### config.mk
export PLATFORM = sky130hd
export DESIGN_NAME = srmm_ctrl
export DESIGN_NICKNAME = d
export VERILOG_FILES = /design/src/hw/rtl/srmm_pkg.sv /design/src/hw/rtl/srmm_ctrl.sv
export VERILOG_INCLUDE_DIRS = /design/src /design/src/hw/rtl
export SDC_FILE = /design/constraint.sdc
export NUM_CORES = 1
export LEC_CHECK = 0
export BUFFER_PORTS_ARGS = -buffer_cell sky130_fd_sc_hd__buf_4
export CAP_MARGIN = 20
export CORE_MARGIN = 1.5
export CORE_UTILIZATION = 30
export CTS_BUF_LIST = sky130_fd_sc_hd__clkbuf_4 sky130_fd_sc_hd__clkbuf_8
export CTS_CLUSTER_SIZE = 24
export DETAILED_ROUTE_END_ITERATION = 10
export GPL_TIMING_DRIVEN = 0
export SLEW_MARGIN = 5
export SYNTH_ARGS = -nofsm -noshare
export SYNTH_HDL_FRONTEND = slang
export SYNTH_SLANG_ARGS = --single-unit
### constraint.sdc
create_clock -name clk_i -period 2.1 [get_ports clk_i]
set_input_delay 0.42 -clock clk_i [delete_from_list [all_inputs] [get_ports clk_i]]
set_output_delay 0.42 -clock clk_i [all_outputs]
set_load 0.02 [all_outputs]
### src/hw/rtl/sparse_row_wise_matrix_multiply_unit_assert.svh
// Assertion macros shared by the sparse row-wise multiply unit
`ifndef SPARSE_ROW_WISE_MATRIX_MULTIPLY_UNIT_ASSERT_SVH
`define SPARSE_ROW_WISE_MATRIX_MULTIPLY_UNIT_ASSERT_SVH

// same-cycle implication, clocked on clk_i, off while rst_ni is low
`define SRMM_ASSERT_NOW(lbl, ante, cons) \
  lbl: assert property (@(posedge clk_i) disable iff (!rst_ni) (ante) |-> (cons)) \
    else $error("srmm: assertion failed");

// next-cycle implication, clocked on clk_i, off while rst_ni is low
`define SRMM_ASSERT_NEXT(lbl, ante, cons) \
  lbl: assert property (@(posedge clk_i) disable iff (!rst_ni) (ante) |=> (cons)) \
    else $error("srmm: assertion failed");

`endif

### src/hw/rtl/srmm_pkg.sv
// Package: shared types, codes and default sizes of the sparse row-wise multiply unit
`default_nettype none

package srmm_pkg;

  localparam int unsigned DEF_INNER_DIM  = 64;
  localparam int unsigned DEF_OUT_COLS   = 32;
  localparam int unsigned DEF_ROWS       = 1024;
  localparam int unsigned DEF_LIST_DEPTH = 64;
  localparam int unsigned DEF_DATA_WIDTH = 16;

  localparam int unsigned FuncW     = 2;
  localparam int unsigned IdxFieldW = 6;
  localparam int unsigned ColFieldW = 5;
  localparam int unsigned ValueW    = 16;
  localparam int unsigned RowFieldW = 10;

  typedef enum logic [FuncW-1:0] {
    FUNC_CLEAR   = 2'd0,
    FUNC_B_ENTRY = 2'd1,
    FUNC_A_ENTRY = 2'd2,
    FUNC_ROW_END = 2'd3
  } func_e;

  typedef struct packed {
    logic load;
    logic clear_lists;
    logic b_write;
    logic walk_issue;
    logic emit_issue;
    logic row_adv;
  } dp_cmd_t;

  typedef struct packed {
    logic item_ok;
    logic pipe_busy;
  } dp_stat_t;

endpackage

`default_nettype wire

### src/hw/rtl/srmm_ctrl.sv
// Controller: sequences item loads, B appends, list walks and row emission
`default_nettype none
`include "sparse_row_wise_matrix_multiply_unit_assert.svh"

module srmm_ctrl #(
  parameter int unsigned OUT_COLS   = srmm_pkg::DEF_OUT_COLS,
  parameter int unsigned LIST_DEPTH = srmm_pkg::DEF_LIST_DEPTH,
  localparam int unsigned LenW = $clog2(LIST_DEPTH + 1),
  localparam int unsigned CntW =
    $clog2(((LIST_DEPTH > OUT_COLS) ? LIST_DEPTH : OUT_COLS) + 1)
) (
  input  wire logic                       clk_i,
  input  wire logic                       rst_ni,
  input  wire logic                       start,
  input  wire logic [srmm_pkg::FuncW-1:0] func_i,
  output logic                            busy,
  input  wire logic [LenW-1:0]            len_i,
  input  wire srmm_pkg::dp_stat_t         stat_i,
  output srmm_pkg::dp_cmd_t               cmd_o,
  output logic [CntW-1:0]                 cnt_o
);

  localparam logic [2:0] ST_IDLE  = 3'd0;
  localparam logic [2:0] ST_BWR   = 3'd1;
  localparam logic [2:0] ST_WALK  = 3'd2;
  localparam logic [2:0] ST_DRAIN = 3'd3;
  localparam logic [2:0] ST_EMIT  = 3'd4;

  logic [2:0]      state_q;
  logic [2:0]      state_d;
  logic [CntW-1:0] cnt_q;
  logic [CntW-1:0] cnt_d;

  always_comb begin
    state_d = state_q;
    cnt_d   = cnt_q;
    cmd_o   = '0;
    unique case (state_q)
      ST_IDLE: begin
        if (start) begin
          cmd_o.load = 1'b1;
          cnt_d      = '0;
          unique case (srmm_pkg::func_e'(func_i))
            srmm_pkg::FUNC_CLEAR:   cmd_o.clear_lists = 1'b1;
            srmm_pkg::FUNC_B_ENTRY: state_d = ST_BWR;
            srmm_pkg::FUNC_A_ENTRY: state_d = ST_WALK;
            srmm_pkg::FUNC_ROW_END: state_d = ST_EMIT;
          endcase
        end
      end
      ST_BWR: begin
        cmd_o.b_write = 1'b1;
        state_d       = ST_IDLE;
      end
      ST_WALK: begin
        if (stat_i.item_ok && (cnt_q < CntW'(len_i))) begin
          cmd_o.walk_issue = 1'b1;
          cnt_d            = cnt_q + CntW'(1);
        end else begin
          state_d = ST_DRAIN;
        end
      end
      ST_DRAIN: begin
        if (!stat_i.pipe_busy) begin
          state_d = ST_IDLE;
        end
      end
      ST_EMIT: begin
        cmd_o.emit_issue = 1'b1;
        cnt_d            = cnt_q + CntW'(1);
        if (cnt_q == CntW'(OUT_COLS - 1)) begin
          cmd_o.row_adv = 1'b1;
          state_d       = ST_IDLE;
        end
      end
      default: begin
        state_d = ST_IDLE;
      end
    endcase
  end

  always_ff @(posedge clk_i or negedge rst_ni) begin
    if (!rst_ni) begin
      state_q <= ST_IDLE;
      cnt_q   <= '0;
    end else begin
      state_q <= state_d;
      cnt_q   <= cnt_d;
    end
  end

  assign busy  = (state_q != ST_IDLE);
  assign cnt_o = cnt_q;

  `SRMM_ASSERT_NOW(a_emit_after_drain, cmd_o.emit_issue, !stat_i.pipe_busy)
  `SRMM_ASSERT_NOW(a_emit_col_range, state_q == ST_EMIT, cnt_q < CntW'(OUT_COLS))
  `SRMM_ASSERT_NEXT(a_busy_after_transfer, start && !busy && (func_i != srmm_pkg::FUNC_CLEAR), busy)

endmodule

`default_nettype wire
==> reports/metrics.yaml, run 1 <==
layout:
  drive_above_1_share_pct: 50.3
  layout.nets: 181
  n_antenna_cell: 0
  layout_commonest_cell: "buf_4"
  seq_area_sq_um: 258
  stdcell_count: 186
  final_cell_mix: "42 x buf_4, 12 x inv_1, 10 x a21oi_1"
  areaGrowthSynthToFinish_pct: 59.7
  fillers: 268
  multiInputGateArea_sq_um: 657
routing:
  first_pass_iters: 4
  drt-initial-drc-count: 24
  vias: 986
  drc: 0
  vias_per_cell: 5.30
  drt_wl_total_um: 2520
  ant_nets: 0
  avgRoutedWirePerCell_um: 13.5
timing:
  hold_violations: 0
  relSlewSlack_pct: 61.3
  rsz0062_at_grt: "yes"
  max_freq_ghz: 0.428
  setup_violations: 3
  worst_pin_slew_ns: 0.574
  drv_slew: 0
  min_period_over_period_pct: 111
  min_period_ns: 2.33
  setup_ws_ns: -0.234
  fin_worst_skew_ns: 0.00700
grt:
  grt_usage_pct: 15.4
  grt_first_pass_wirelength_um: 4060
  grt_pass1_vias: 925
  grt_max_degree: 11
  antenna_found_initial: 0
  grt-ovfl-total: 0
synth:
  synth_edf_count: 0
  ys_async_sr_fraction_pct: 100
  synth_fp_nets: 131
  yosysUniqueCellTypes: 32
  yosysSeqAreaShare_pct: 28.2
  ys.flop_type: "dfrtp_1"
  ys_ff_latch: 10
  syn_inst: 106
  syn_area_sq_um: 888
  avgSynthCellArea_sq_um: 8.38
  yosysWarnings: 0
placement:
  hpwl_um: 1680
  gp_congestion: 0.839
  pre_cts_ws_ns: -0.171
  dp.cells: 164
  portBuffers: 27
run_status:
  violations: "negative setup slack"
  outcome: "finished, violations left"
floorplan:
  io_pins: 28
  die_x_um: 57.4
  dieArea_sq_um: 3300
  die_h_um: 57.4
  row_count: 19
  initial_core_util_pct: 31.9
  core_sq_um: 2780
worst_setup_path:
  crit_path_end: "cmd_o[2]"
  r2r-end: "cnt_o[3]"
  cp.required_ns: 1.68
  reg2reg_from: "cnt_o[1]"
  worst-setup-path-type: "register to output port"
  rrSetupSlack_ns: -0.02
  cp_max_fo: 7
  critical_path.startpoint: "cnt_o[1]"
  r2r_cells: 9
  cp.arrival_ns: 1.91
  end_kind: "output port"
  start_kind: "register"
power:
  power.density_nw_per_um2: 967
  p_total_mw: 1.37
  peakVddDrop_v: 0.000510
  p_leak_nw: 0.680
clocking:
  clock-root-buffer: "clkbuf_4"
  cts_buffers: 3
  clk_latency_ns: 0.26
  cts_sinks: 10
  clkTransAtPathRegs_ns: 0.08
  clk_path_buf_depth: 2
  ctsHtreeMaxLevel: 1
  cts_tree: "yes"
flow_run:
  drv_cap: 0
min_path:
  min_from: "stat_i[0]"
  hold_path_class: "primary input to register"
[what timing repair did]
action                     in CTS  in global routing
gates resized for setup        13                 11
hold endpoints to repair       10                  0
gates cloned                    0                  0
setup buffers                   6                 11
setup endpoints to repair       7                  6
pin swaps                       0                  4
hold buffers                    1                  0
[area by class of cell]
cell class	instances	share of cell area, %
Inverter	13	3.44
Tap cell	31	2.73
Multi-Input combinational cell	79	46.3
Buffer	4	2.73
Timing Repair Buffer	45	24.5
Clock buffer	4	2.12
Sequential cell	10	18.2
[stage by stage]
step / setup TNS, ns / cell area (sq um) / hold slack, ns / util, %
2_1_floorplan: -0.0406 / 895 / 0.124 / -
3_3_place_gp: -0.394 / 1140 / 0.257 / 40.8
3_5_place_dp: -0.487 / 1140 / 0.260 / 40.8
4_1_cts: -0.388 / 1270 / 0.437 / 45.5
5_1_grt: -0.715 / 1420 / 0.473 / 51.0
6_report: -0.457 / 1420 / 0.446 / 51.0
[state kept, by name, indices dropped and copies added, names as in the netlist]
| signal | count |
|---|---|
| cnt_o | 7 |
| state_q | 3 |
[worst max-delay path, cell delays in order (launching register included)]
cell,delay [ns]
dfrtp_1,0.43
ha_4,0.23
a211oi_2,0.26
nor3_2,0.07
or3b_1,0.36
buf_6,0.14
inv_2,0.05
buf_6,0.10
[routing by layer]
layer	global-route usage, %	vias up	wire length [um]
li1	-	476	-
met1	20.1	473	1100
met2	26.5	31	1290
met3	0.680	6	99
met4	6.64	0	25
met5	0	-	0
[cells by family (layout without fill, tap and decap cells)]
family,Yosys count,count (layout),synth area share (%)
fa+ha+maj,11,11,15.5
simple gates,40,40,24.8
compound gates,27,27,20.8
buf+inv,17,66,9.72
xor+xnor,1,1,0.986
flops,10,10,28.2
[worst min-delay path by stage]
stage	end	slack, ns	cells past startpoint
after global placement	cnt_o[3]	0.26	1
after detailed placement	cnt_o[3]	0.26	1
final	state_q[0]	0.45	3
after global routing	state_q[0]	0.47	3
after CTS	state_q[0]	0.44	3
after floorplan	cnt_o[0]	0.12	0
[power by group]
part,switching [mW],internal [mW]
logic,0.483,0.429
clock network,0.0720,0.0862
registers,0.0515,0.250
total,0.607,0.765
[Yosys cell counts, types with 2 or more instances]
cell type / instances / share of area (%)
inv_1: 13 / 5.5
a21oi_1: 10 / 5.6
a311oi_1: 2 / 2.0
nand3_1: 9 / 5.1
buf_6: 3 / 3.8
dfrtp_1: 10 / 28
o21ai_0: 6 / 3.4
ha_1: 11 / 15
o311ai_2: 2 / 3.7
nor3_1: 3 / 1.7
nor2_1: 10 / 4.2
nand2_1: 7 / 3.0
No activity file was read; power rests on OpenSTA's default activity.
==> inputs of run 2 (changes only) <==
--- a/config.mk
+++ b/config.mk
@@ -9,11 +9,12 @@
 export BUFFER_PORTS_ARGS = -buffer_cell sky130_fd_sc_hd__buf_4
 export CAP_MARGIN = 20
 export CORE_MARGIN = 1.5
-export CORE_UTILIZATION = 30
+export CORE_UTILIZATION = 47
 export CTS_BUF_LIST = sky130_fd_sc_hd__clkbuf_4 sky130_fd_sc_hd__clkbuf_8
 export CTS_CLUSTER_SIZE = 24
 export DETAILED_ROUTE_END_ITERATION = 10
 export GPL_TIMING_DRIVEN = 0
+export PLACE_DENSITY = 0.77
 export SLEW_MARGIN = 5
 export SYNTH_ARGS = -nofsm -noshare
 export SYNTH_HDL_FRONTEND = slang
==> run 2 against run 1 <==
The flow still finishes with violations (negative setup slack); critical path depth stayed put; utilization is 29 points higher; wire length grew 1.4%; setup slack got worse by 0.030 ns; final cell count shrank 7.0%; maximum frequency is 1.3% lower; clock skew up 0.0025 ns; die area shrank 34%; critical endpoint unchanged.
==> reports/metrics.yaml, run 2 (same netlist as run 1, synthesis figures left out) <==
routing:
  vias: 944  # was 986
  avgRoutedWirePerCell_um: 14.7  # was 13.5 um
  drt-initial-drc-count: 24  # unchanged
  first_pass_iters: 4  # unchanged
  drt_wl_total_um: 2550  # was 2520 um
  ant_nets: 0  # unchanged
  drc: 0  # unchanged
  vias_per_cell: 5.46  # was 5.30
worst_setup_path:
  cp_max_fo: 8  # was 7
  cp_common_cell: "buf_6"  # unchanged
  cp_slowest_stage_delay_ns: 0.49  # was 0.43 ns
  worst_path_dominant_cell_family: "flip-flops"  # unchanged
  path_buf_inv: 3  # unchanged
  path_cells: "ha_1, a211oi_2, o21ai_2, or3b_1, buf_6, inv_2, buf_6"  # was ha_4, a211oi_2, nor3_2, or3b_1, buf_6, inv_2, buf_6
  critical_path.startpoint: "cnt_o[3]"  # was cnt_o[1]
  worst-setup-path-type: "register to output port"  # unchanged
  end_kind: "output port"  # unchanged
  crit_path_top_delay_cell: "dfrtp_2"  # was dfrtp_1
  reg2reg_from: "cnt_o[3]"  # was cnt_o[1]
  cp.arrival_ns: 1.94  # was 1.91 ns
  cp.required_ns: 1.68  # about the same
  start_kind: "register"  # unchanged
clocking:
  clk_latency_ns: 0.29  # was 0.26 ns
  clk_path_buf_depth: 2  # unchanged
  cts_sinks: 10  # unchanged
  cts_buffers: 3  # unchanged
  cts_tree: "yes"  # unchanged
  ctsHtreeMaxLevel: 1  # unchanged
  clock-root-buffer: "clkbuf_4"  # unchanged
  clkTransAtPathRegs_ns: 0.08  # about the same
timing:
  hold_violations: 0  # unchanged
  relSlewSlack_pct: 58.5  # was 61.3%
  min_period_ns: 2.36  # was 2.33 ns
  whs_ns: 0.415  # was 0.446 ns
  min_period_over_period_pct: 113  # was 111%
  worst_pin_slew_ns: 0.616  # was 0.574 ns
  setup_violations: 4  # was 3
  setup_ws_ns: -0.265  # was -0.234 ns
  max_freq_ghz: 0.423  # was 0.428 GHz
  drv_slew: 0  # unchanged
  fin_worst_skew_ns: 0.00954  # was 0.00700 ns
  rsz0062_at_grt: "yes"  # unchanged
  setup_tns_ns: -0.501  # was -0.457 ns
layout:
  post-route-cell-area_sq_um: 1390  # was 1420 sq um
  n_antenna_cell: 0  # unchanged
  areaGrowthSynthToFinish_pct: 56.8  # was 59.7%
  largest_reg_flops: 7  # unchanged
  layout_commonest_cell: "buf_4"  # unchanged
  finalCoreUtilization_pct: 79.8  # was 51.0%
  drive_above_1_share_pct: 50.0  # was 50.3%
  layout.nets: 174  # was 181
  stdcell_count: 173  # was 186
  fillers: 131  # was 268
  final_cell_mix: "35 x buf_4, 12 x inv_1, 10 x a21oi_1"  # was 42 x buf_4, 12 x inv_1, 10 x a21oi_1
grt:
  grt-ovfl-total: 0  # unchanged
  grt_max_degree: 11  # unchanged
  grt_usage_pct: 24.1  # was 15.4%
  grt_pass1_vias: 848  # was 925
  grt_first_pass_wirelength_um: 3670  # was 4060 um
  antenna_found_initial: 0  # unchanged
min_path:
  min_from: "stat_i[0]"  # unchanged
  hold_path_class: "primary input to register"  # unchanged
floorplan:
  io_pins: 28  # unchanged
  row_count: 15  # was 19
  die_h_um: 46.5  # was 57.4 um
  initial_core_util_pct: 50.9  # was 31.9%
  core_sq_um: 1750  # was 2780 sq um
  dieArea_sq_um: 2160  # was 3300 sq um
  die_x_um: 46.5  # was 57.4 um
power:
  p_leak_nw: 0.655  # was 0.680 nW
  p_total_mw: 1.41  # was 1.37 mW
  peakVddDrop_v: 0.000724  # was 0.000510 V
  power.density_nw_per_um2: 1010  # was 967 nW/um^2
run_status:
  violations: "negative setup slack"  # unchanged
  outcome: "finished, violations left"  # unchanged
placement:
  gp_congestion: 0.812  # was 0.839
  hpwl_um: 1660  # was 1680 um
  pre_cts_ws_ns: -0.183  # was -0.171 ns
  portBuffers: 27  # unchanged
  placed_area_sq_um: 1130  # was 1140 sq um
  dp.cells: 158  # was 164
flow_run:
  drv_cap: 0  # unchanged
## run 2: changes by cell type in the layout (fill, tap and decap cells not counted), sizes merged
| cell | change |
|---|---|
| buf | -7 |
## run 2: final timing paths
| path | slack [ns] | cells past startpoint | to |
|---|---|---|---|
| max in group asynchronous | 1.44 | 2 | cnt_o[2] |
| min in group asynchronous | 0.49 | 2 | cnt_o[5] |
| worst max register to register | -0.03 | 8 | cnt_o[4] |
| worst min register to register | 0.59 | 2 | state_q[2] |
| worst min-delay path | 0.42 | 3 | state_q[0] |
| worst max-delay path | -0.26 | 7 | cmd_o[2] |
## run 2: area by class of cell
cell class	instances	area [sq um]	share of cell area (%)
Buffer	4	41.3	2.96
Inverter	13	48.8	3.50
Timing Repair Buffer	38	308	22.1
Multi-Input combinational cell	79	674	48.4
Tap cell	25	31.3	2.25
Sequential cell	10	259	18.6
Clock buffer	4	30.0	2.16
## run 2: where the power goes
group          leakage [nW]  switching, mW  internal, mW
combinational         0.513          0.477         0.432
clock                0.0184         0.0787        0.0869
sequential            0.124         0.0809         0.251
## run 2: worst register-to-register path, stage by stage, from the launching register on
cell      delay [ns]
dfrtp_2         0.49
ha_1            0.22
a211oi_2        0.20
o21ai_2         0.08
or3b_1          0.39
buf_6           0.14
buf_4           0.14
and2_4          0.18
o311ai_4        0.20
## run 2: what timing repair did
| item | in CTS | in global routing |
|---|---|---|
| buffers inserted | 3 | 7 |
| endpoints found under the setup margin | 7 | 10 |
| pin swaps | 0 | 8 |
| resized for setup | 8 | 24 |
| hold buffers | 1 | 0 |
| endpoints found under the hold margin | 10 | 0 |
## run 2: metal layers
| metal | vias to the layer above | part of all wire [%] | global-route usage [%] |
|---|---|---|---|
| li1 | 461 | - | - |
| met1 | 441 | 45 | 31.9 |
| met5 | - | 0 | 0 |
| met3 | 5 | 4.9 | 2.35 |
| met4 | 0 | 1.6 | 10.9 |
| met2 | 37 | 49 | 39.2 |
